===== src/rtl/hmrp_ram.sv =====
`timescale 1ns / 1ps
// ----------------------------------------------------------------------------
// hmrp_ram
// Generic simple dual-port RAM: one write port, one registered read port.
// ----------------------------------------------------------------------------
module hmrp_ram #(
  parameter int WIDTH = 8,
  parameter int DEPTH = 16
) (
  input  logic                     clk,
  input  logic                     wr_en,
  input  logic [$clog2(DEPTH)-1:0] wr_addr,
  input  logic [WIDTH-1:0]         wr_data,
  input  logic                     rd_en,
  input  logic [$clog2(DEPTH)-1:0] rd_addr,
  output logic [WIDTH-1:0]         rd_data
);

  logic [WIDTH-1:0] mem [DEPTH];

  always_ff @(posedge clk) begin
    if (wr_en) begin
      mem[wr_addr] <= wr_data;
    end
    if (rd_en) begin
      rd_data <= mem[rd_addr];
    end
  end

endmodule


===== config.mk =====
export PLATFORM = sky130hd
export DESIGN_NAME = hmrp_ram
export DESIGN_NICKNAME = d
export VERILOG_FILES = /design/src/rtl/hmrp_ram.sv
export SDC_FILE = /design/constraint.sdc
export NUM_CORES = 1
export LEC_CHECK = 0
export ABC_AREA = 1
export BUFFER_PORTS_ARGS = -buffer_cell sky130_fd_sc_hd__buf_4
export CORE_AREA = 2 2 133 135
export CTS_CLUSTER_DIAMETER = 200
export DETAILED_ROUTE_END_ITERATION = 10
export DIE_AREA = 0 0 135 137
export SYNTH_ARGS = -nofsm -noshare
export SYNTH_HDL_FRONTEND = slang
export SYNTH_SLANG_ARGS = --single-unit

===== constraint.sdc =====
create_clock -name clk -period 1.13 [get_ports clk]
set_input_delay 0.0565 -clock clk [delete_from_list [all_inputs] [get_ports clk]]
set_output_delay 0.0565 -clock clk [all_outputs]
set_load 0.005 [all_outputs]

* Word level (Yosys, flattened, before mapping)
Memories as Yosys holds them, arrays and structs flattened. A register that Yosys moved wholly into a read port is not among the register bits.
Cells that the tools add are included.
** Cells by class
- Muxes and demuxes :: 2
** Operators with widths (number)
- 1-bit 2-to-1 mux :: 2
** Word-level totals
- Flip-flop bits (word level) :: 0
- Bits in writable memories :: 128
- Input bits :: 19
- Logic and storage cells :: 3
- Memories kept :: 1
** Memories
- mem :: words 16, width 8, rd ports 1, clocked after Yosys merged registers in 1, wr ports 1, RTL line 19 : logic [WIDTH-1:0] mem [DEPTH];

* Depth between registers and ports, before layout
Gate-level depths: netlist (run 1).
- Depth after elaboration :: 2
- Depth in mapped cells :: 8
- Gate-level depth less buffers :: 7

* Worst setup path after synthesis (run 1)
Ideal clock, no wire load.
- Path kind :: input -> register
- From :: input port wr_addr[2]
- To :: memory mem[10][0], enable pin
- Arrival time :: 0.637 ns
- Required time :: 0.760 ns
- Slack :: 0.123 ns
- Cell stages on the path :: 2
- Path buffers :: 0
- Cells stage by stage :: nand3b_1 nor2_1
** RTL lines
- from (decl) :: RTL line 12 : input logic [$clog2(DEPTH)-1:0] wr_addr,
- to (decl) :: RTL line 19
Straight into the memory's write port.

==> flow_summary.json, run 1 <==
{
  "vdd_ir_drop_max_v": 0.00105,
  "synth_cells": 551,
  "powerDensity_nw_per_um2": 1730,
  "worst-path-buf-inv": 1,
  "synth_warnings": 0,
  "syn2layout_area_growth_pct": 25.2,
  "ant_nets": 0,
  "hp-class": "primary input to flip-flop",
  "drtIter0Drc": 375,
  "start_util_pct": 34.3,
  "min_period_ns": 1.09,
  "seq_area_frac_synth_pct": 69.8,
  "fmaxAchievable_mhz": 918,
  "clock_latency_ns": 0.42,
  "post-route-drc-count": 0,
  "ys_types": 11,
  "dieWidth_um": 135,
  "numPortBuffers": 26,
  "tightest_slew_ns": 0.413,
  "crit_family": "simple AND/OR/NAND/NOR gates",
  "max_cap_viol_count": 0,
  "cts_max_level": 4,
  "outcome": "complete, no violations",
  "io_pins": 27,
  "pre_cts_ws_ns": -0.125,
  "final_common_cell": "nand2_1",
  "slowest_stage": "edfxtp_1",
  "layout_common_cells": "nand2_1, edfxtp_1, inv_1, nand3_1, buf_4",
  "post-place-cells": 811,
  "clkSlewWorstSetupHoldPaths_ns": 0.06,
  "die-area_um2": 18500,
  "grt-ovfl-total": 0,
  "grt_setup_unrepaired": "true",
  "antenna_found_initial": 0,
  "slew_violations": 0,
  "netlist_top_cells_area": "edfxtp_1, nand2_1, nand3_1",
  "vias": 3919,
  "setup_tns_ns": 0,
  "synth_nets": 570,
  "postPlaceCellArea_um2": 6490,
  "yosysTopAreaCell": "edfxtp_1",
  "synth_top_area_share_pct": 69.8,
  "critical_path.cell_chain": "inv_1, nand2_1, nand3_1, nand3_2, nand3_2, nand2_1",
  "grt_pass1_vias": 3832,
  "cts_buffers": 17,
  "clockBufferDepth": 2,
  "antenna_cells": 0,
  "drive_above_1_share_pct": 17.4,
  "crit_path_end_kind": "flip-flop",
  "yosys_register_bits": 136,
  "gp_congestion": 0.792,
  "cts_tree": "done",
  "r2r_slack_ns": 0.04,
  "timing.final.crit_share_pct": 96.4,
  "wl_per_cell_um": 16.0,
  "grt_pass1_wl_um": 21500,
  "relSlewSlack_pct": 72.5,
  "setup_viol_count_final": 0,
  "start_kind": "flip-flop",
  "fp.dieH_um": 137,
  "dp_hpwl_um": 8520,
  "grt_usage_pct": 15.9,
  "clock-sinks": 136,
  "hold_viol": 0,
  "cp_max_fo": 1,
  "worst_slack_ns": 0.0411,
  "cp.required_ns": 1.30,
  "viasPerCell": 4.61,
  "crit_type": "flip-flop to flip-flop",
  "cts_setup_buffers": 0,
  "fin_worst_skew_ns": 0.00784,
  "finalWirelength_um": 13700,
  "core_um2": 17100,
  "syn_area_per_cell_um2": 10.6,
  "p_leak_uw": 0.00314,
  "slowest_delay_ns": 0.36,
  "synth_area_um2": 5850,
  "grt_max_degree": 45,
  "fin_nets": 632,
  "dr.pass1.iters": 5,
  "crit_arrival_ns": 1.26,
  "final_cells": 851,
  "root_buffer": "clkbuf_16",
  "std_cell_rows": 48,
  "fin_area_um2": 7320
}
[power breakdown]
part           leakage (µW)  switching (µW)  internal [µW]  total, µW
clock              0.000323            2000           4130       6130
combinational       0.00159             513            312        826
sequential          0.00124            35.6           5690       5720
[metrics by stage]
stage               power (µW)  hold WS [ns]  util (%)
floorplan                 6210         0.155         -
global placement          6580         0.377      38.1
detailed placement        6590         0.373      38.1
CTS                      12700        0.0286      42.4
global route             13100        0.0267      42.9
finish                   12700        0.0395      42.9
[Yosys cell counts]
master,instances
nor2_1,17
buf_4,4
nand3_1,97
inv_1,100
inv_2,2
buf_1,1
buf_2,13
buf_6,6
nand3b_1,2
edfxtp_1,136
nand2_1,173
[sequential cells by signal, indices dropped and copies added (netlist names)]
| register | cells |
|---|---|
| mem | 128 |
| rd_data | 8 |
[worst paths after layout]
kind               from         end  cells after the start
min          wr_data[1]  mem[15][1]                      1
min reg2reg  mem[10][0]  rd_data[0]                      6
max          mem[13][6]  rd_data[6]                      6
max reg2reg  mem[13][6]  rd_data[6]                      6
[what timing repair did]
action / 4_1_cts / 5_1_grt
endpoints found under the setup margin: 1 / 7
resized for setup: 1 / 18
hold buffers: 8 / 0
pin swaps: 0 / 6
hold endpoints to repair: 106 / 0
[per-layer routing]
layer	global-route usage, %	wire (µm)	vias to the layer above	part of all wire (%)
met5	0	0	-	0
met4	6.48	255	0	1.9
met3	3.89	752	17	5.5
li1	-	-	1909	-
met2	25.5	6500	120	48
met1	20.7	6150	1873	45
[logic make-up after synthesis]
family,after synthesis,share of synthesized area (%)
buffers and inverters,126,9.39
DFF,136,69.8
and+or+nand+nor,289,20.8
[area by class of cell]
class / count / area [µm²]
inverter: 102 / 383
clock buffer: 19 / 433
timing repair buffer: 67 / 611
multi-input combinational: 289 / 1300
fill: 1593 / 9740
sequential: 136 / 4080
tap: 225 / 282
clock inverter: 13 / 225
Power figures use the tool's default switching activity.
==> inputs of run 2 (changes only) <==
==> config.mk (replaced) <==
export PLATFORM = sky130hd
export DESIGN_NAME = hmrp_ram
export DESIGN_NICKNAME = d
export VERILOG_FILES = /design/src/rtl/hmrp_ram.sv
export SDC_FILE = /design/constraint.sdc
export NUM_CORES = 1
export LEC_CHECK = 0
export ABC_AREA = 0
export BUFFER_PORTS_ARGS = -buffer_cell sky130_fd_sc_hd__buf_4
export CORE_AREA = 2 2 126 128
export CTS_CLUSTER_DIAMETER = 200
export DETAILED_ROUTE_END_ITERATION = 10
export DIE_AREA = 0 0 128 130
export SYNTH_ARGS = -nofsm -noshare
export SYNTH_HDL_FRONTEND = slang
export SYNTH_SLANG_ARGS = --single-unit
==> flow_summary.json, run 2 <==
{
  "max_cap_viol_count": 0,
  "min_period_ns": 1.43,
  "violations": "setup timing",
  "grt_pass1_vias": 2713,
  "r2r_slack_ns": -0.30,
  "final_util_pct": 42.5,
  "core_um2": 15400,
  "ant_nets": 0,
  "grt-ovfl-total": 0,
  "layout_common_cells": "edfxtp_1, buf_4, mux4_2, clkbuf_16",
  "cts_tree": "done",
  "grt_use_met1_pct": 17.2,
  "largest_register_ffs": 128,
  "crit_path_end_kind": "flip-flop",
  "grt_usage_pct": 13.7,
  "slew_violations": 0,
  "syn2layout_area_growth_pct": 25.5,
  "grt-busiest-layer": "met2",
  "clock_latency_ns": 0.41,
  "numPortBuffers": 26,
  "synth_edf_count": 136,
  "use_met3_pct": 4.47,
  "r2r-start": "mem[11][7]",
  "fp.dieH_um": 130,
  "clkSlewWorstSetupHoldPaths_ns": 0.06,
  "tightest_slew_ns": 0.893,
  "antenna_found_initial": 0,
  "dieWidth_um": 128,
  "cp-endpoint": "rd_data[7]",
  "fillers": 1340,
  "top_regs": "mem x128, rd_data x8",
  "syn_area_per_cell_um2": 22.8,
  "grt_max_degree": 17,
  "rr_endpoint": "rd_data[7]",
  "setup_viol_count_final": 8,
  "powerDensity_nw_per_um2": 1740,
  "clockBufferDepth": 2,
  "finalWirelength_um": 10300,
  "synth_common_cells": "edfxtp_1, mux4_2, a22oi_1",
  "relSlewSlack_pct": 40.3,
  "fin_nets": 322,
  "root_buffer": "clkbuf_16",
  "worstRegToRegCells": 3,
  "p_leak_uw": 0.00218,
  "regMostFlops": "mem",
  "ys_types": 18,
  "synthArstFlopShare_pct": 0,
  "grt_use_met2_pct": 22.5,
  "grt_setup_unrepaired": "true",
  "crit_start": "mem[11][7]",
  "gp_congestion": 0.735,
  "antenna_cells": 0,
  "viasPerCell": 4.90,
  "synth_nets": 248,
  "std_cell_rows": 46,
  "timing.final.crit_share_pct": 126,
  "io_pins": 27,
  "synth_area_um2": 5230,
  "seq_area_frac_synth_pct": 78.1,
  "start_kind": "flip-flop",
  "worst_slack_ns": -0.298,
  "wl_per_cell_um": 20.3,
  "vias": 2485,
  "final_common_cell": "edfxtp_1",
  "clock-sinks": 136,
  "cp.required_ns": 1.28,
  "synth-main-ff-cell": "edfxtp_1",
  "synth.most_common_cell": "edfxtp_1",
  "hold_viol": 0,
  "start_util_pct": 33.9,
  "grt_pass1_wl_um": 15900,
  "pre_cts_ws_ns": -0.464,
  "crit_type": "flip-flop to flip-flop",
  "outcome": "complete, but fails checks",
  "drtIter0Drc": 258,
  "cp_max_fo": 1,
  "synth_warnings": 0,
  "fin_worst_skew_ns": 0.00541,
  "yosys_register_bits": 136,
  "fmaxAchievable_mhz": 700,
  "synth_top_area_share_pct": 78.1,
  "netlist_top_cells_area": "edfxtp_1, mux4_2, mux4_1",
  "hold_slack_ns": 0.143,
  "cts_max_level": 4,
  "dp_hpwl_um": 6650,
  "post-route-drc-count": 0,
  "dr.pass1.iters": 4,
  "synth_cells": 229,
  "vdd_ir_drop_max_v": 0.00112,
  "drive_above_1_share_pct": 41.0,
  "hp-class": "primary input to flip-flop",
  "crit_arrival_ns": 1.58,
  "cts_buffers": 17,
  "die-area_um2": 16600,
  "yosysTopAreaCell": "edfxtp_1"
}
[run 2: changes by cell type after synthesis, moves of 4 or more]
| cell | before | now |
|---|---|---|
| nand2_1 | 173 | 9 |
| inv_1 | 100 | 0 |
| nand3_1 | 97 | 1 |
| mux4_2 | 0 | 18 |
| a22oi_1 | 0 | 16 |
| mux4_1 | 0 | 14 |
| buf_2 | 13 | 3 |
| nor2_1 | 17 | 13 |
| nor3_1 | 0 | 4 |
[run 2: timing repair]
item | in CTS | in global routing
pin swaps | 3 | 3
setup endpoints to repair | 8 | 8
resized for setup | 4 | 2
setup buffers | 0 | 0
hold buffers | 9 | 0
cloned | 0 | 0
endpoints found under the hold margin | 136 | 0
[run 2: final cells by class]
cell class	instances	area (µm²)	share of cell area, %
clock buffer	19	433	6.60
clock inverter	12	110	1.68
multi-input combinational	83	1070	16.3
sequential	136	4080	62.2
tap	192	240	3.66
timing repair buffer	65	623	9.50
[run 2: worst min path at each step]
stage | endpoint | cells after the start | startpoint
finish | mem[0][0] | 3 | wr_addr[1]
global route | mem[0][0] | 3 | wr_addr[1]
CTS | mem[0][0] | 3 | wr_addr[1]
detailed placement | mem[13][0] | 1 | wr_data[0]
global placement | mem[9][7] | 1 | wr_data[7]
floorplan | mem[0][0] | 0 | wr_data[0]
[run 2: critical path: stages (launching register included)]
cell and delay (ns):
edfxtp_1 0.37, mux4_2 0.51, a22oi_2 0.20, nand2_1 0.09
[run 2: metal layers]
metal / vias up / share of wire (%)
li1: 1113 / -
met1: 1304 / 44
met2: 57 / 50
met3: 11 / 4.7
met4: 0 / 1.4
met5: - / 0
[run 2: kinds of logic after synthesis]
group / share of synthesized area [%]
compound gates: 2.30
simple gates: 3.14
mux: 14.8
flops: 78.1
buf+inv: 1.65
[run 2: where the power goes]
part	internal (µW)	switching (µW)	total, µW
Combinational	332	322	653
Sequential	5690	33.7	5720
Clock	3180	1890	5070
Total	9200	2250	11400
[run 2: per-stage QoR]
stage / area, µm² / power [µW] / TNS, ns / cells
after global placement: 5900 / 6440 / -9.17 / 467
after global routing: 6560 / 11800 / -2.35 / 507
final: 6560 / 11400 / -1.89 / 507
after detailed placement: 5900 / 6450 / -10.21 / 467
after floorplan: 5250 / 6130 / -1.33 / 229
after CTS: 6550 / 11500 / -2.14 / 507
==> inputs of run 3 (changes only) <==
--- a/config.mk
+++ b/config.mk
@@ -7,10 +7,13 @@
 export LEC_CHECK = 0
 export ABC_AREA = 0
 export BUFFER_PORTS_ARGS = -buffer_cell sky130_fd_sc_hd__buf_4
+export CELL_PAD_IN_SITES_DETAIL_PLACEMENT = 0
+export CELL_PAD_IN_SITES_GLOBAL_PLACEMENT = 1
 export CORE_AREA = 2 2 126 128
 export CTS_CLUSTER_DIAMETER = 200
 export DETAILED_ROUTE_END_ITERATION = 10
 export DIE_AREA = 0 0 128 130
+export PLACE_DENSITY_LB_ADDON = 0.1
 export SYNTH_ARGS = -nofsm -noshare
 export SYNTH_HDL_FRONTEND = slang
 export SYNTH_SLANG_ARGS = --single-unit
==> constraint.sdc (replaced) <==
create_clock -name clk -period 1.7 [get_ports clk]
set_input_delay 0.085 -clock clk [delete_from_list [all_inputs] [get_ports clk]]
set_output_delay 0.085 -clock clk [all_outputs]
set_load 0.005 [all_outputs]
==> flow_summary.json, run 3 (synthesized netlist as in run 2, its figures left out) <==
{
  "fp.dieH_um": 130,
  "critical_path.cell_chain": "mux4_1, a22oi_1, nand2_1",
  "gp_congestion": 0.672,
  "powerDensity_nw_per_um2": 1150,
  "grt_pass1_vias": 2608,
  "clock-sinks": 136,
  "grt-ovfl-total": 0,
  "start_util_pct": 33.9,
  "ant_nets": 0,
  "wl_per_cell_um": 21.9,
  "setup_viol_count_final": 0,
  "cp.required_ns": 1.86,
  "finalWirelength_um": 10900,
  "p_sw_uw": 1440,
  "antenna_cells": 0,
  "clkSlewWorstSetupHoldPaths_ns": 0.05,
  "numPortBuffers": 26,
  "syn2layout_area_growth_pct": 22.2,
  "crit_path_end_kind": "flip-flop",
  "fin_worst_skew_ns": 0.00475,
  "drive_above_1_share_pct": 30.1,
  "antenna_found_initial": 0,
  "power_frac_comb_pct": 5.5,
  "root_buffer": "clkbuf_16",
  "grt_pass1_wl_um": 16800,
  "layout_common_cells": "edfxtp_1, buf_4, mux4_2, clkbuf_16, a22oi_1",
  "final_common_cell": "edfxtp_1",
  "viasPerCell": 5.03,
  "cts_tree": "done",
  "fin_area_um2": 6390,
  "cp_max_fo": 1,
  "slowest_stage": "mux4_1",
  "start_kind": "flip-flop",
  "die-area_um2": 16600,
  "cts_buffers": 17,
  "largest_register_ffs": 128,
  "top_regs": "mem x128, rd_data x8",
  "grt_usage_pct": 14.8,
  "power.share.switching_pct": 19.5,
  "grt_max_degree": 17,
  "power_frac_seq_pct": 51.7,
  "clock_latency_ns": 0.41,
  "core_um2": 15400,
  "p_int_uw": 5920,
  "clockBufferDepth": 2,
  "dr.pass1.iters": 4,
  "max_cap_viol_count": 0,
  "crit_family": "multiplexers",
  "grt_setup_unrepaired": "false",
  "fmaxAchievable_mhz": 661,
  "min_period_ns": 1.51,
  "std_cell_rows": 46,
  "cp-endpoint": "rd_data[5]",
  "relSlewSlack_pct": 55.4,
  "drtIter0Drc": 202,
  "post-route-drc-count": 0,
  "vdd_ir_drop_max_v": 0.000713,
  "slowest_delay_ns": 0.52,
  "fin_nets": 316,
  "hold_viol": 0,
  "regMostFlops": "mem",
  "r2r-start": "mem[1][5]",
  "fillers": 1370,
  "outcome": "complete, no violations",
  "dieWidth_um": 128,
  "postPlaceCellArea_um2": 5820,
  "r2r_slack_ns": 0.19,
  "pwr-share-clk_pct": 42.8,
  "vias": 2506,
  "crit_start": "mem[1][5]",
  "cts_max_level": 4,
  "cp.depth": 3,
  "worst-path-buf-inv": 0,
  "rr_endpoint": "rd_data[5]",
  "setup_tns_ns": 0,
  "crit_arrival_ns": 1.67,
  "hp-class": "primary input to flip-flop",
  "worstRegToRegCells": 3,
  "p_leak_uw": 0.00216,
  "timing.final.crit_share_pct": 89.0,
  "crit_type": "flip-flop to flip-flop",
  "io_pins": 27,
  "dp_hpwl_um": 7320,
  "cts_setup_buffers": 0,
  "slew_violations": 0,
  "tightest_slew_ns": 0.666
}
==> run 3: cell types whose count changed in the layout (fill, tap and decap cells not counted), moves of 4 or more <==
cell	change
mux4_1	+14
mux4_2	-14
a22oi_1	+6
a22oi_2	-6
buf_12	-5
clkinv_2	-4
nor3_1	+4
==> run 3: repair_timing <==
item / CTS / global route
endpoints found under the setup margin: 0 / 0
resized for setup: 0 / 0
hold endpoints to repair: 104 / 0
hold buffers: 7 / 0
==> run 3: area by class of cell <==
| type | instances | area (µm²) | share of cell area [%] |
|---|---|---|---|
| clock buffer | 20 | 437 | 6.84 |
| clock inverter | 8 | 60.1 | 0.940 |
| multi-input combinational | 83 | 1060 | 16.5 |
| sequential | 136 | 4080 | 63.9 |
| tap | 192 | 240 | 3.76 |
| timing repair buffer | 59 | 510 | 7.99 |
==> run 3: worst min-delay path by stage <==
stage	from	to	depth (start not counted)
after floorplan	wr_data[0]	mem[0][0]	0
after global placement	wr_data[0]	mem[7][0]	1
after detailed placement	rd_en	rd_data[0]	1
after CTS	wr_data[5]	mem[1][5]	1
after global routing	wr_data[5]	mem[15][5]	1
final	wr_data[4]	mem[6][4]	1
==> run 3: power groups by stage <==
stage | Combinational, µW | Clock (µW) | Sequential, µW
floorplan | 191 | 0 | 3860
CTS | 416 | 3220 | 3800
detailed placement | 403 | 0 | 3870
global route | 443 | 3360 | 3810
finish | 403 | 3150 | 3800
global placement | 404 | 0 | 3870
==> run 3: worst register-to-register path: stages, from the launching register on <==
cell and delay, ns:
edfxtp_1 0.34, mux4_1 0.52, a22oi_1 0.30, nand2_1 0.10
==> run 3: layer usage <==
layer,global-route usage [%],vias up,wire [µm]
met5,0,-,0
met4,6.59,0,194
met3,4.02,13,349
met2,23.4,49,5360
met1,19.3,1329,5030
li1,-,1115,-
==> run 3: through the flow <==
| step | cells | hold WS [ns] | total power, µW | util (%) | worst slack [ns] |
|---|---|---|---|---|---|
| global route | 498 | 0.0194 | 7610 | 41.4 | 0.0712 |
| CTS | 498 | 0.00609 | 7440 | 41.4 | 0.154 |
| finish | 498 | 0.0138 | 7350 | 41.4 | 0.187 |
| global placement | 463 | 0.408 | 4270 | 37.7 | -0.0153 |
| floorplan | 229 | 0.184 | 4050 | - | 0.122 |
| detailed placement | 463 | 0.405 | 4270 | 37.7 | -0.0163 |
