<file path="config.mk">
export PLATFORM = sky130hd
export DESIGN_NAME = hmrp_probe
export DESIGN_NICKNAME = d
export VERILOG_FILES = /design/src/rtl/hmrp_pkg.sv /design/src/rtl/hmrp_probe.sv
export SDC_FILE = /design/constraint.sdc
export NUM_CORES = 1
export LEC_CHECK = 0
export BUFFER_PORTS_ARGS = -buffer_cell sky130_fd_sc_hd__buf_2
export CAP_MARGIN = 10
export CORE_MARGIN = 5
export CORE_UTILIZATION = 30
export DETAILED_ROUTE_END_ITERATION = 10
export GPL_TIMING_DRIVEN = 0
export PLACE_DENSITY_LB_ADDON = 0.3
export SLEW_MARGIN = 20
export SYNTH_ARGS = -nofsm -noshare
export SYNTH_HDL_FRONTEND = slang
export SYNTH_SLANG_ARGS = --single-unit
</file>
<file path="constraint.sdc">
create_clock -name vclk -period 5.1
set_input_delay 1.02 -clock vclk [all_inputs]
set_output_delay 1.02 -clock vclk [all_outputs]
set_load 0.02 [all_outputs]
</file>
<file path="src/rtl/hmrp_pkg.sv">
`timescale 1ns / 1ps
// ----------------------------------------------------------------------------
// hmrp_pkg
// Shared types, constants and helpers of the height-grid placement checker.
// ----------------------------------------------------------------------------
package hmrp_pkg;

  localparam int MAX_ROWS    = 64;
  localparam int MAX_COLS    = 64;
  localparam int HEIGHT_BITS = 9;

  localparam int FRAC      = 4;
  localparam int ROW_BITS  = $clog2(MAX_ROWS);
  localparam int COL_BITS  = $clog2(MAX_COLS);
  localparam int ROWN_BITS = $clog2(MAX_ROWS + 1);
  localparam int COLN_BITS = $clog2(MAX_COLS + 1);
  localparam int ADDR_BITS = ROW_BITS + COL_BITS;
  localparam int GRID_DEPTH = 1 << ADDR_BITS;

  // field and register widths
  localparam int POS_W     = 13;
  localparam int SIZE_W    = 11;
  localparam int HH_W      = 13;
  localparam int DIM_W     = 7;
  localparam int REG_IDX_W = 3;
  localparam int CFG_W     = 13;
  localparam int IN_DATA_W  = 40;
  localparam int OUT_DATA_W = 8;
  localparam int KIND_W     = 2;
  localparam int CORNER_W   = 3;

  localparam int COORD_W = 16;
  localparam int ZS_W    = 15;
  localparam int H_W     = 11;
  localparam int HCMP_W  = (HEIGHT_BITS > H_W) ? HEIGHT_BITS : H_W;

  typedef logic signed [COORD_W-1:0]     coord_t;
  typedef logic signed [H_W-1:0]         hq_t;
  typedef logic signed [HCMP_W-1:0]      hx_t;
  typedef logic signed [HEIGHT_BITS-1:0] cell_t;
  typedef logic [ADDR_BITS-1:0]          addr_t;
  typedef logic [ROWN_BITS-1:0]          rown_t;
  typedef logic [COLN_BITS-1:0]          coln_t;
  typedef logic [SIZE_W-1:0]             size_t;

  localparam coord_t ONE_CELL   = coord_t'(1 << FRAC);
  localparam cell_t  FILL_FLOOR = cell_t'(2);
  localparam cell_t  CELL_RESET = '1;
  localparam hx_t    CELL_MAX   = hx_t'((1 << (HEIGHT_BITS - 1)) - 1);
  localparam hx_t    CELL_MIN   = -CELL_MAX - hx_t'(1);

  // request codes
  localparam logic [KIND_W-1:0] REQ_LOAD  = 2'd0;
  localparam logic [KIND_W-1:0] REQ_FILL  = 2'd1;
  localparam logic [KIND_W-1:0] REQ_QUERY = 2'd2;

  // register indexes
  localparam logic [REG_IDX_W-1:0] REG_GRID_ROWS   = 3'd0;
  localparam logic [REG_IDX_W-1:0] REG_GRID_COLS   = 3'd1;
  localparam logic [REG_IDX_W-1:0] REG_HALF_LEN    = 3'd2;
  localparam logic [REG_IDX_W-1:0] REG_HALF_WID    = 3'd3;
  localparam logic [REG_IDX_W-1:0] REG_HALF_HGT    = 3'd4;
  localparam logic [REG_IDX_W-1:0] REG_RECT_HLEN   = 3'd5;
  localparam logic [REG_IDX_W-1:0] REG_RECT_HWID   = 3'd6;

  typedef enum logic [2:0] {
    PRB_PP, PRB_PM, PRB_MP, PRB_MM, PRB_CTR
  } probe_idx_t;

  typedef enum logic [2:0] {
    ST_CLEAR, ST_IDLE, ST_LOAD, ST_QUERY, ST_FILL, ST_TAIL, ST_DONE
  } state_t;

  typedef struct packed {
    logic  on;
    addr_t addr;
  } loc_t;

  typedef struct packed {
    logic              vld;
    logic              on;
    logic [KIND_W-1:0] kind;
    logic              first_col;
    logic              ctr;
  } eval_t;

  function automatic hq_t round_height(input logic signed [POS_W-1:0] z,
                                       input logic [HH_W-1:0] hh);
    logic signed [ZS_W-1:0] s;
    logic [ZS_W-1:0]        mag;
    logic [ZS_W-1:0]        rr;
    hq_t                    hq;
    s   = ZS_W'(z) + $signed({2'b00, hh});
    mag = s[ZS_W-1] ? ZS_W'(-s) : ZS_W'(s);
    rr  = (mag + ZS_W'(8)) >> FRAC;
    hq  = hq_t'(rr);
    return s[ZS_W-1] ? -hq : hq;
  endfunction

  function automatic cell_t sat_height(input hq_t h);
    hx_t hx;
    hx = hx_t'(h);
    if (hx > CELL_MAX) hx = CELL_MAX;
    if (hx < CELL_MIN) hx = CELL_MIN;
    return cell_t'(hx[HEIGHT_BITS-1:0]);
  endfunction

endpackage

</file>
<file path="src/rtl/hmrp_probe.sv">
`timescale 1ns / 1ps
// ----------------------------------------------------------------------------
// hmrp_probe
// Probe locator: offsets the shifted point to one rectangle corner or the
// centre and maps it to a grid cell, flagging points off the grid in use.
// ----------------------------------------------------------------------------
module hmrp_probe (
  input  hmrp_pkg::coord_t     xs,
  input  hmrp_pkg::coord_t     ys,
  input  hmrp_pkg::size_t      rl,
  input  hmrp_pkg::size_t      rw,
  input  hmrp_pkg::probe_idx_t sel,
  input  hmrp_pkg::rown_t      rows_n,
  input  hmrp_pkg::coln_t      cols_n,
  output hmrp_pkg::loc_t       loc
);
  import hmrp_pkg::*;

  coord_t dx, dy, px, py, row_lim, col_lim;
  logic   row_ok, col_ok;
  logic [ROW_BITS-1:0] row;
  logic [COL_BITS-1:0] col;

  always_comb begin
    case (sel)
      PRB_PP:  begin dx =  coord_t'(rl); dy =  coord_t'(rw); end
      PRB_PM:  begin dx =  coord_t'(rl); dy = -coord_t'(rw); end
      PRB_MP:  begin dx = -coord_t'(rl); dy =  coord_t'(rw); end
      PRB_MM:  begin dx = -coord_t'(rl); dy = -coord_t'(rw); end
      default: begin dx = '0;            dy = '0;            end
    endcase
    px      = xs + dx;
    py      = ys + dy;
    row_lim = coord_t'({rows_n, {FRAC{1'b0}}});
    col_lim = coord_t'({cols_n, {FRAC{1'b0}}});
    row_ok  = (rows_n != '0) && (px > -ONE_CELL) && (px < row_lim);
    col_ok  = (cols_n != '0) && (py > -ONE_CELL) && (py < col_lim);
    row     = px[COORD_W-1] ? '0 : px[FRAC +: ROW_BITS];
    col     = py[COORD_W-1] ? '0 : py[FRAC +: COL_BITS];
    loc.on   = row_ok && col_ok;
    loc.addr = {row, col};
  end

endmodule

</file>
# == Word level (Yosys, flattened, before mapping) ==
# Index checks and enable logic that the tools add are counted.
# op_classes
magnitude_cmp,4
eq_ne,3
n_reduce_logical,12
n_addsub,4
muxes,4
# ops
op,n
case mux 16 bit (2 select lines),2
adder 16 bit,2
> comparator 16 x 5 -> 1 bit (second input constant),2
< comparator 16 x 12 -> 1 bit,2
negator 11 -> 16 bit,2
nonzero test 7 bit,2
2-to-1 mux 6 bit,2
OR reduction 2 bit,4
== test 3 x 2 -> 1 bit (second input constant),2
logical AND 1 bit,5
== test 3 x 1 -> 1 bit (second input constant),1
zero test 3 bit,1
# totals
input_bits,71
wordCells,27
regBits,0

# == Logic depth before layout (Yosys ltp) ==
# Gate-level depths: netlist of the first run.
# logic_depth
depth_word,8
depth_mapped,22

# == Worst setup path before layout of the first run ==
# No wires, ideal clock.
# synth_timing
path_kind,input to output
start,in rw[0]
end,out loc[12] (netlist bit)
slack_ns,-0.417
arrival_time_ns,4.497
cell_stages,18
t_required_ns,4.080
cell_sequence,inv_1 ha_1 nand2_1 o21ai_0 xor2_1 nor2_1 ha_1 buf_2 a2111o_1 o22ai_1 xnor2_1 ha_1 a21oi_1 o21ai_1 a211o_1 a2111oi_0 nand4b_1 a22oi_1
# synth_lines
element,line_no,text
from (decl),hmrp_probe.sv:11,"input hmrp_pkg::size_t rw,"
to (decl),hmrp_probe.sv:15,output hmrp_pkg::loc_t loc

==> qor.txt, run 1 <==
Startpoint Class - input pin
dpl cells - 551
Critical Path RT - 4.08 ns
Fin. Hold Viols - 0
worst hold path class - in2out
most frequent cells after synthesis - nor2_1 (53), ha_1 (44), a21oi_1 (27)
design internal power - 0.289 mW
DR iter-0 viols - 54
Area contributors post-synth - ha_1 (22%), xor2_1 (7.9%), nor2_1 (7.8%)
P_sw - 0.303 mW
GRT overflow - 0
status - finished, violations left
relative max-transition margin - 67.2%
I/O pins - 84
CORE AREA - 8260 um^2
# fillers - 829
Crit Path Class - in2out
failing checks - negative setup slack
minimum clock period - 5.51 ns
ANT nets after route - 0
Seq/Total Area, Yosys - 0%
syn_nets - 479
fraction of layout cells with a size suffix above 1 - 43.0%
largest net degree at the start of global routing - 12
final worst setup slack - -0.414 ns
Min-Delay Path Depth - 5
chip width - 102 um
initial antenna violation count - 1
Syn-to-layout area delta - 51.6%
largest area contributor in the netlist - ha_1
YS warnings - 0
RSZ-0062 raised after global routing - yes
Non-Filler Instances - 577
fin nets - 591
Final Power - 0.592 mW
post-DP HPWL - 6450 um
clock share of power - 0%
vias in the first global route - 2,922
std cell rows - 33
RD Place Congestion - 0.901
maximum capacitance violations - 0
Critical Path Fanout Max - 4
Port Buffers - 84
drt drc - 0
Place WS - -0.759 ns
pwr dens - 153 nW/um^2
Comb pwr share - 100.0%
Final Max Tran Viols - 0
Final period util - 108%
Initial Utilization - 30.9%
die area - 10,400 um^2
Critical Path AT - 4.49 ns
Mapped Cells - 362
Vias/cell - 5.06
n_diodes - 0
Mapped Area - 2550 um^2
most frequent cell after synthesis - nor2_1
total iterations of the first detailed-routing run - 4
switch share - 51.2%
static leakage - 1.82 nW
Tot GR Track Use - 14.5%
hold path start - xs[15]
die height - 102 um
via count - 2,918
final core occ - 46.8%
syn_area_per_cell - 7.05 um^2
WHS Endpoint - loc[11]
Unique masters post-synth - 55
Worst setup EP type - primary output
first-pass GRT wire length - 12,700 um
final setup vio count - 7
post-synth top area share - 21.6%
final wirelength - 7940 um
Least-Margin Pin Slew - 0.485 ns
Storage cell area - 0 um^2
seq_cells - 0
WL/cell - 13.8 um
Max Fclk - 0.181 GHz
CLK BUF - 0
WHS - 2.63 ns
Reg power frac - 0%
maximum VDD drop - 0.0000857 V
-- power groups by stage --
stage | combinational [mW] | sequential [mW] | clock (mW)
6_report | 0.592 | 0 | 0
5_1_grt | 0.650 | 0 | 0
4_1_cts | 0.520 | 0 | 0
3_5_place_dp | 0.441 | 0 | 0
3_3_place_gp | 0.435 | 0 | 0
2_1_floorplan | 0.323 | 0 | 0
-- worst max path at each step --
stage	end	startpoint	slack (ns)	cells after the start
6_report	loc[12]	rw[5]	-0.41	18
5_1_grt	loc[12]	rw[4]	-0.62	18
4_1_cts	loc[12]	rl[1]	-0.51	23
3_5_place_dp	loc[12]	sel[2]	-0.76	20
3_3_place_gp	loc[12]	sel[2]	-0.70	20
2_1_floorplan	loc[12]	rw[0]	-0.19	18
-- logic make-up (layout without fill, tap and decap cells) --
logic type	after synthesis	in the layout	share of synthesized area [%]
AND/OR/NAND/NOR	138	138	29.1
multiplexers	3	3	1.18
buffers and inverters	32	142	5.05
adder cells (fa/ha/maj)	46	46	23.1
AO/OA/AOI/OAI	97	97	24.7
XOR/XNOR	46	46	16.8
-- per-layer routing --
metal	vias to the layer above	global-route usage, %	share of wire (%)
met4	2	0.303	0.29
met2	77	27.3	49
met1	1305	19.0	44
met3	4	1.02	6.8
li1	1530	-	-
met5	-	0	0.088
-- worst max-delay path, stage by stage --
cell	delay, ns
buf_6	0.09
or3_4	0.39
or3_4	0.36
o21ai_2	0.16
xor2_1	0.16
nor2_1	0.06
ha_1	0.35
inv_1	0.07
a211oi_2	0.24
o21a_1	0.14
nor2_1	0.04
xnor2_1	0.19
ha_1	0.26
o21a_1	0.12
a2111oi_2	0.35
nand4b_1	0.16
a22oi_2	0.19
buf_6	0.14
-- what timing repair did --
action                                 4_1_cts  5_1_grt
gates cloned                                 0        0
hold buffers                                 0        0
buffers inserted                            15       15
endpoints found under the hold margin        0        0
setup endpoints to repair                   13       13
resized for setup                           70       72
pin swaps                                   32       46
-- cell usage in the layout (no fill, tap or decap), types with 5 or more instances in the layout --
| cell | n |
|---|---|
| buf_2 | 64 |
| o21a_1 | 5 |
| inv_1 | 21 |
| nor2_2 | 6 |
| nor2_1 | 44 |
| o21ai_2 | 7 |
| xnor2_1 | 17 |
| nand4_1 | 6 |
| ha_1 | 36 |
| o21ai_0 | 6 |
| nor2b_1 | 7 |
| o21ai_1 | 9 |
| a21oi_1 | 20 |
| xor2_1 | 22 |
| ha_4 | 5 |
| a21oi_2 | 6 |
| nand2_1 | 17 |
| buf_6 | 17 |
| a21o_1 | 7 |
| buf_4 | 30 |
-- cell type report --
class,instances,area (um^2),area share [%]
Tap cell,105,131,3.40
Multi-Input combinational cell,330,2830,73.2
Buffer,3,28.8,0.744
Inverter,26,108,2.78
Timing Repair Buffer,113,771,19.9
-- stage by stage --
| stage | setup TNS (ns) | instance area, um^2 |
|---|---|---|
| 2_1_floorplan | -0.194 | 2580 |
| 3_3_place_gp | -3.93 | 3130 |
| 3_5_place_dp | -4.17 | 3130 |
| 4_1_cts | -2.01 | 3490 |
| 5_1_grt | -3.22 | 3870 |
| 6_report | -1.83 | 3870 |
Power figures use the tool's default switching activity.
==> run 2: changes to the inputs <==
--- a/config.mk
+++ b/config.mk
@@ -12,6 +12,7 @@
 export DETAILED_ROUTE_END_ITERATION = 10
 export GPL_TIMING_DRIVEN = 0
 export PLACE_DENSITY_LB_ADDON = 0.3
+export RECOVER_POWER = 50
 export SLEW_MARGIN = 20
 export SYNTH_ARGS = -nofsm -noshare
 export SYNTH_HDL_FRONTEND = slang
==> constraint.sdc (replaced) <==
create_clock -name vclk -period 6.4
set_input_delay 1.28 -clock vclk [all_inputs]
set_output_delay 1.28 -clock vclk [all_outputs]
set_load 0.02 [all_outputs]
==> qor.txt, run 2 (synthesis results as in run 1) <==
status - finished, final reports clean
CP delay by family, top - simple AND/OR/NAND/NOR gates
Tot GR Track Use - 13.7%
pwr dens - 115 nW/um^2
Final Power - 0.383 mW
RD Place Congestion - 0.880
Critical Path RT - 5.12 ns
die area - 10,400 um^2
Vias/cell - 5.03
Initial Utilization - 30.9%
final core occ - 40.4%
via count - 2,774
commonest cells after routing, fill and taps aside - buf_2 (78), nor2_1 (50), ha_1 (40)
CORE AREA - 8260 um^2
maximum VDD drop - 0.0000373 V
CP max stage cell - or3_4
relative max-transition margin - 68.2%
design internal power - 0.169 mW
Crit Path Class - in2out
ANT nets after route - 0
Critical Path Source - rw[3]
hold path start - ys[15]
total iterations of the first detailed-routing run - 4
die height - 102 um
slowest stage delay, CP - 0.39 ns
GRT overflow - 0
vias in the first global route - 2,824
switch share - 55.9%
final worst setup slack - 0.168 ns
crit path cell chain - buf_2, or3_4, or3_4, or3_4, o21ai_0, xor2_1, nor2_1, ha_1, and2_1, nor4b_1, or3_4, a21oi_4, xnor2_4, nand4b_1, a22oi_1, buf_4
Final Max Tran Viols - 0
seq_cells - 0
CP most frequent cell - or3_4
Comb pwr share - 100.0%
cts hold-fix bufs - 0
Critical Path Fanout Max - 8
Reg power frac - 0%
Port Buffers - 84
setup TNS - 0 ns
DR iter-0 viols - 36
WP buf/inv - 2
Non-Filler Instances - 551
Storage cell area - 0 um^2
largest net degree at the start of global routing - 11
Final period util - 97.4%
fin nets - 565
static leakage - 1.61 nW
Max Fclk - 0.160 GHz
# fillers - 881
drt drc - 0
Startpoint Class - input pin
fraction of layout cells with a size suffix above 1 - 30.3%
first-pass GRT wire length - 12,000 um
Least-Margin Pin Slew - 0.471 ns
worst hold path class - in2out
CLK BUF - 0
final wirelength - 7280 um
area occupied by multi-input gates - 2640 um^2
post-DP HPWL - 6370 um
initial antenna violation count - 0
chip width - 102 um
clock share of power - 0%
final setup vio count - 0
maximum capacitance violations - 0
std cell rows - 33
minimum clock period - 6.23 ns
Critical Path AT - 4.95 ns
Worst setup EP type - primary output
Place WS - -0.0544 ns
commonest non-fill, non-tap cell in the layout - buf_2
Fin. Hold Viols - 0
WL/cell - 13.2 um
dpl cells - 551
Syn-to-layout area delta - 30.7%
P_sw - 0.214 mW
I/O pins - 84
n_diodes - 0
[run 2: cell count changes in the layout (fill, tap and decap cells not counted), sizes merged]
cell	change
buf	-31
clkbuf	+5
[run 2: final cells by class]
type,instances,area share (%)
buffer,4,1.01
multi-input combinational,330,79.0
tap,105,3.94
timing repair buffer,86,12.9
inverter,26,3.08
[run 2: metrics by stage]
stage / hold WS (ns) / instance area [um^2]
2_1_floorplan: 2.93 / 2550
3_3_place_gp: 3.22 / 3100
3_5_place_dp: 3.21 / 3100
4_1_cts: 3.22 / 3100
5_1_grt: 3.26 / 3330
6_report: 3.21 / 3330
[run 2: path summary, 6_finish.rpt]
kind      end  depth (start not counted)
min    loc[0]                          5
max   loc[12]                         16
[run 2: power groups by stage]
stage | logic, mW | registers (mW) | clock network (mW)
3_3_place_gp | 0.341 | 0 | 0
5_1_grt | 0.428 | 0 | 0
6_report | 0.383 | 0 | 0
2_1_floorplan | 0.251 | 0 | 0
4_1_cts | 0.349 | 0 | 0
3_5_place_dp | 0.345 | 0 | 0
[run 2: per-layer routing]
metal	global-route usage [%]	part of all wire (%)	up-vias
li1	-	-	1479
met5	0	0	-
met2	25.3	47	82
met3	1.23	7.3	12
met1	17.3	44	1201
met4	2.32	1.5	0
[run 2: what timing repair did]
action	in CTS	in global routing
resized for setup	2	56
pin swaps	0	26
buffers inserted	0	2
endpoints found under the setup margin	1	1
==> run 3: changes to the inputs <==
--- a/config.mk
+++ b/config.mk
@@ -12,7 +12,6 @@
 export DETAILED_ROUTE_END_ITERATION = 10
 export GPL_TIMING_DRIVEN = 0
 export PLACE_DENSITY_LB_ADDON = 0.3
-export RECOVER_POWER = 50
 export SLEW_MARGIN = 20
 export SYNTH_ARGS = -nofsm -noshare
 export SYNTH_HDL_FRONTEND = slang
==> qor.txt, run 3 (synthesis results as in run 1) <==
WP buf/inv - 2
CORE AREA - 8260 um^2
pwr dens - 115 nW/um^2
vias in the first global route - 2,824
Port Buffers - 84
DR iter-0 viols - 36
Fin. Hold Viols - 0
P_sw - 0.214 mW
crit path cell chain - buf_2, or3_4, or3_4, or3_4, o21ai_0, xor2_1, nor2_1, ha_1, and2_1, nor4b_1, or3_4, a21oi_4, xnor2_4, nand4b_1, a22oi_1, buf_4
relative max-transition margin - 68.2%
post-route cell area - 3340 um^2
Syn-to-layout area delta - 30.9%
CLK BUF - 0
area of placed instances - 3100 um^2
commonest non-fill, non-tap cell in the layout - buf_2
GRT overflow - 0
Startpoint Class - input pin
fraction of layout cells with a size suffix above 1 - 31.4%
n_diodes - 0
chip width - 102 um
total iterations of the first detailed-routing run - 4
CP delay by family, top - simple AND/OR/NAND/NOR gates
std cell rows - 33
Least-Margin Pin Slew - 0.471 ns
design internal power - 0.171 mW
post-DP HPWL - 6370 um
final setup vio count - 0
CP most frequent cell - or3_4
Critical Path Fanout Max - 8
Worst setup EP type - primary output
switch share - 55.6%
initial antenna violation count - 0
Comb pwr share - 100.0%
final wirelength - 7270 um
slowest stage delay, CP - 0.39 ns
die area - 10,400 um^2
CP max stage cell - or3_4
area occupied by multi-input gates - 2640 um^2
Vias/cell - 5.03
Critical Path End - loc[12]
Max Fclk - 0.160 GHz
Final Max Tran Viols - 0
# fillers - 878
Crit Path Class - in2out
static leakage - 1.63 nW
Place WS - -0.0544 ns
WHS - 3.20 ns
Crit path depth - 16
seq_cells - 0
die height - 102 um
fin nets - 565
Critical Path Source - rw[3]
final worst setup slack - 0.168 ns
worst hold path class - in2out
Final period util - 97.4%
commonest cells after routing, fill and taps aside - buf_2 (83), nor2_1 (50), ha_1 (40)
maximum VDD drop - 0.0000373 V
WL/cell - 13.2 um
Storage cell area - 0 um^2
Critical Path AT - 4.95 ns
status - finished, final reports clean
via count - 2,774
ANT nets after route - 0
Reg power frac - 0%
RD Place Congestion - 0.880
Critical Path RT - 5.12 ns
first-pass GRT wire length - 12,000 um
I/O pins - 84
Initial Utilization - 30.9%
drt drc - 0
minimum clock period - 6.23 ns
maximum capacitance violations - 0
largest net degree at the start of global routing - 11
clock share of power - 0%
Tot GR Track Use - 13.7%
run 3: changes by cell type in the layout (fill, tap and decap cells not counted), sizes merged:
cell	change
clkbuf	-5
buf	+5
run 3: worst min-delay path by stage:
stage                     startpoint  endpoint  slack, ns  cells after the start
after floorplan               ys[15]    loc[3]       2.93                      3
after global placement         xs[4]    loc[6]       3.22                      5
after detailed placement       xs[4]    loc[6]       3.21                      5
after CTS                      xs[4]    loc[6]       3.22                      5
after global routing          xs[15]    loc[9]       3.26                      5
final                          xs[4]    loc[6]       3.20                      5
run 3: repair_timing:
item	CTS	global route
resized for setup	2	56
hold buffers	0	0
pin swaps	0	26
endpoints found under the setup margin	1	1
gates cloned	0	0
buffers inserted	0	2
run 3: through the flow:
stage	std cells	total power, mW	setup TNS (ns)	util [%]
global placement	551	0.341	-0.0600	37.6
CTS	551	0.349	0	37.6
floorplan	362	0.251	0	-
finish	551	0.385	0	40.5
global route	551	0.430	-0.00382	40.5
detailed placement	551	0.345	-0.0544	37.6
run 3: power groups by stage:
stage | registers (mW) | logic [mW] | clock network (mW)
after detailed placement | 0 | 0.345 | 0
final | 0 | 0.385 | 0
after CTS | 0 | 0.349 | 0
after global placement | 0 | 0.341 | 0
after global routing | 0 | 0.430 | 0
after floorplan | 0 | 0.251 | 0
run 3: layer usage:
metal  track usage, %  routed length (um)  vias to the layer above
li1                 -                   -                     1479
met1             17.3                3210                     1201
met3             1.23                 529                       12
met2             25.3                3420                       82
met4             2.32                 110                        0
met5                0                   0                        -
run 3: cell type report:
cell class                 count  share of cell area [%]
inverter                      26                    3.07
buffer                         4                    1.01
multi-input combinational    330                    78.9
timing repair buffer          86                    13.1
tap                          105                    3.93
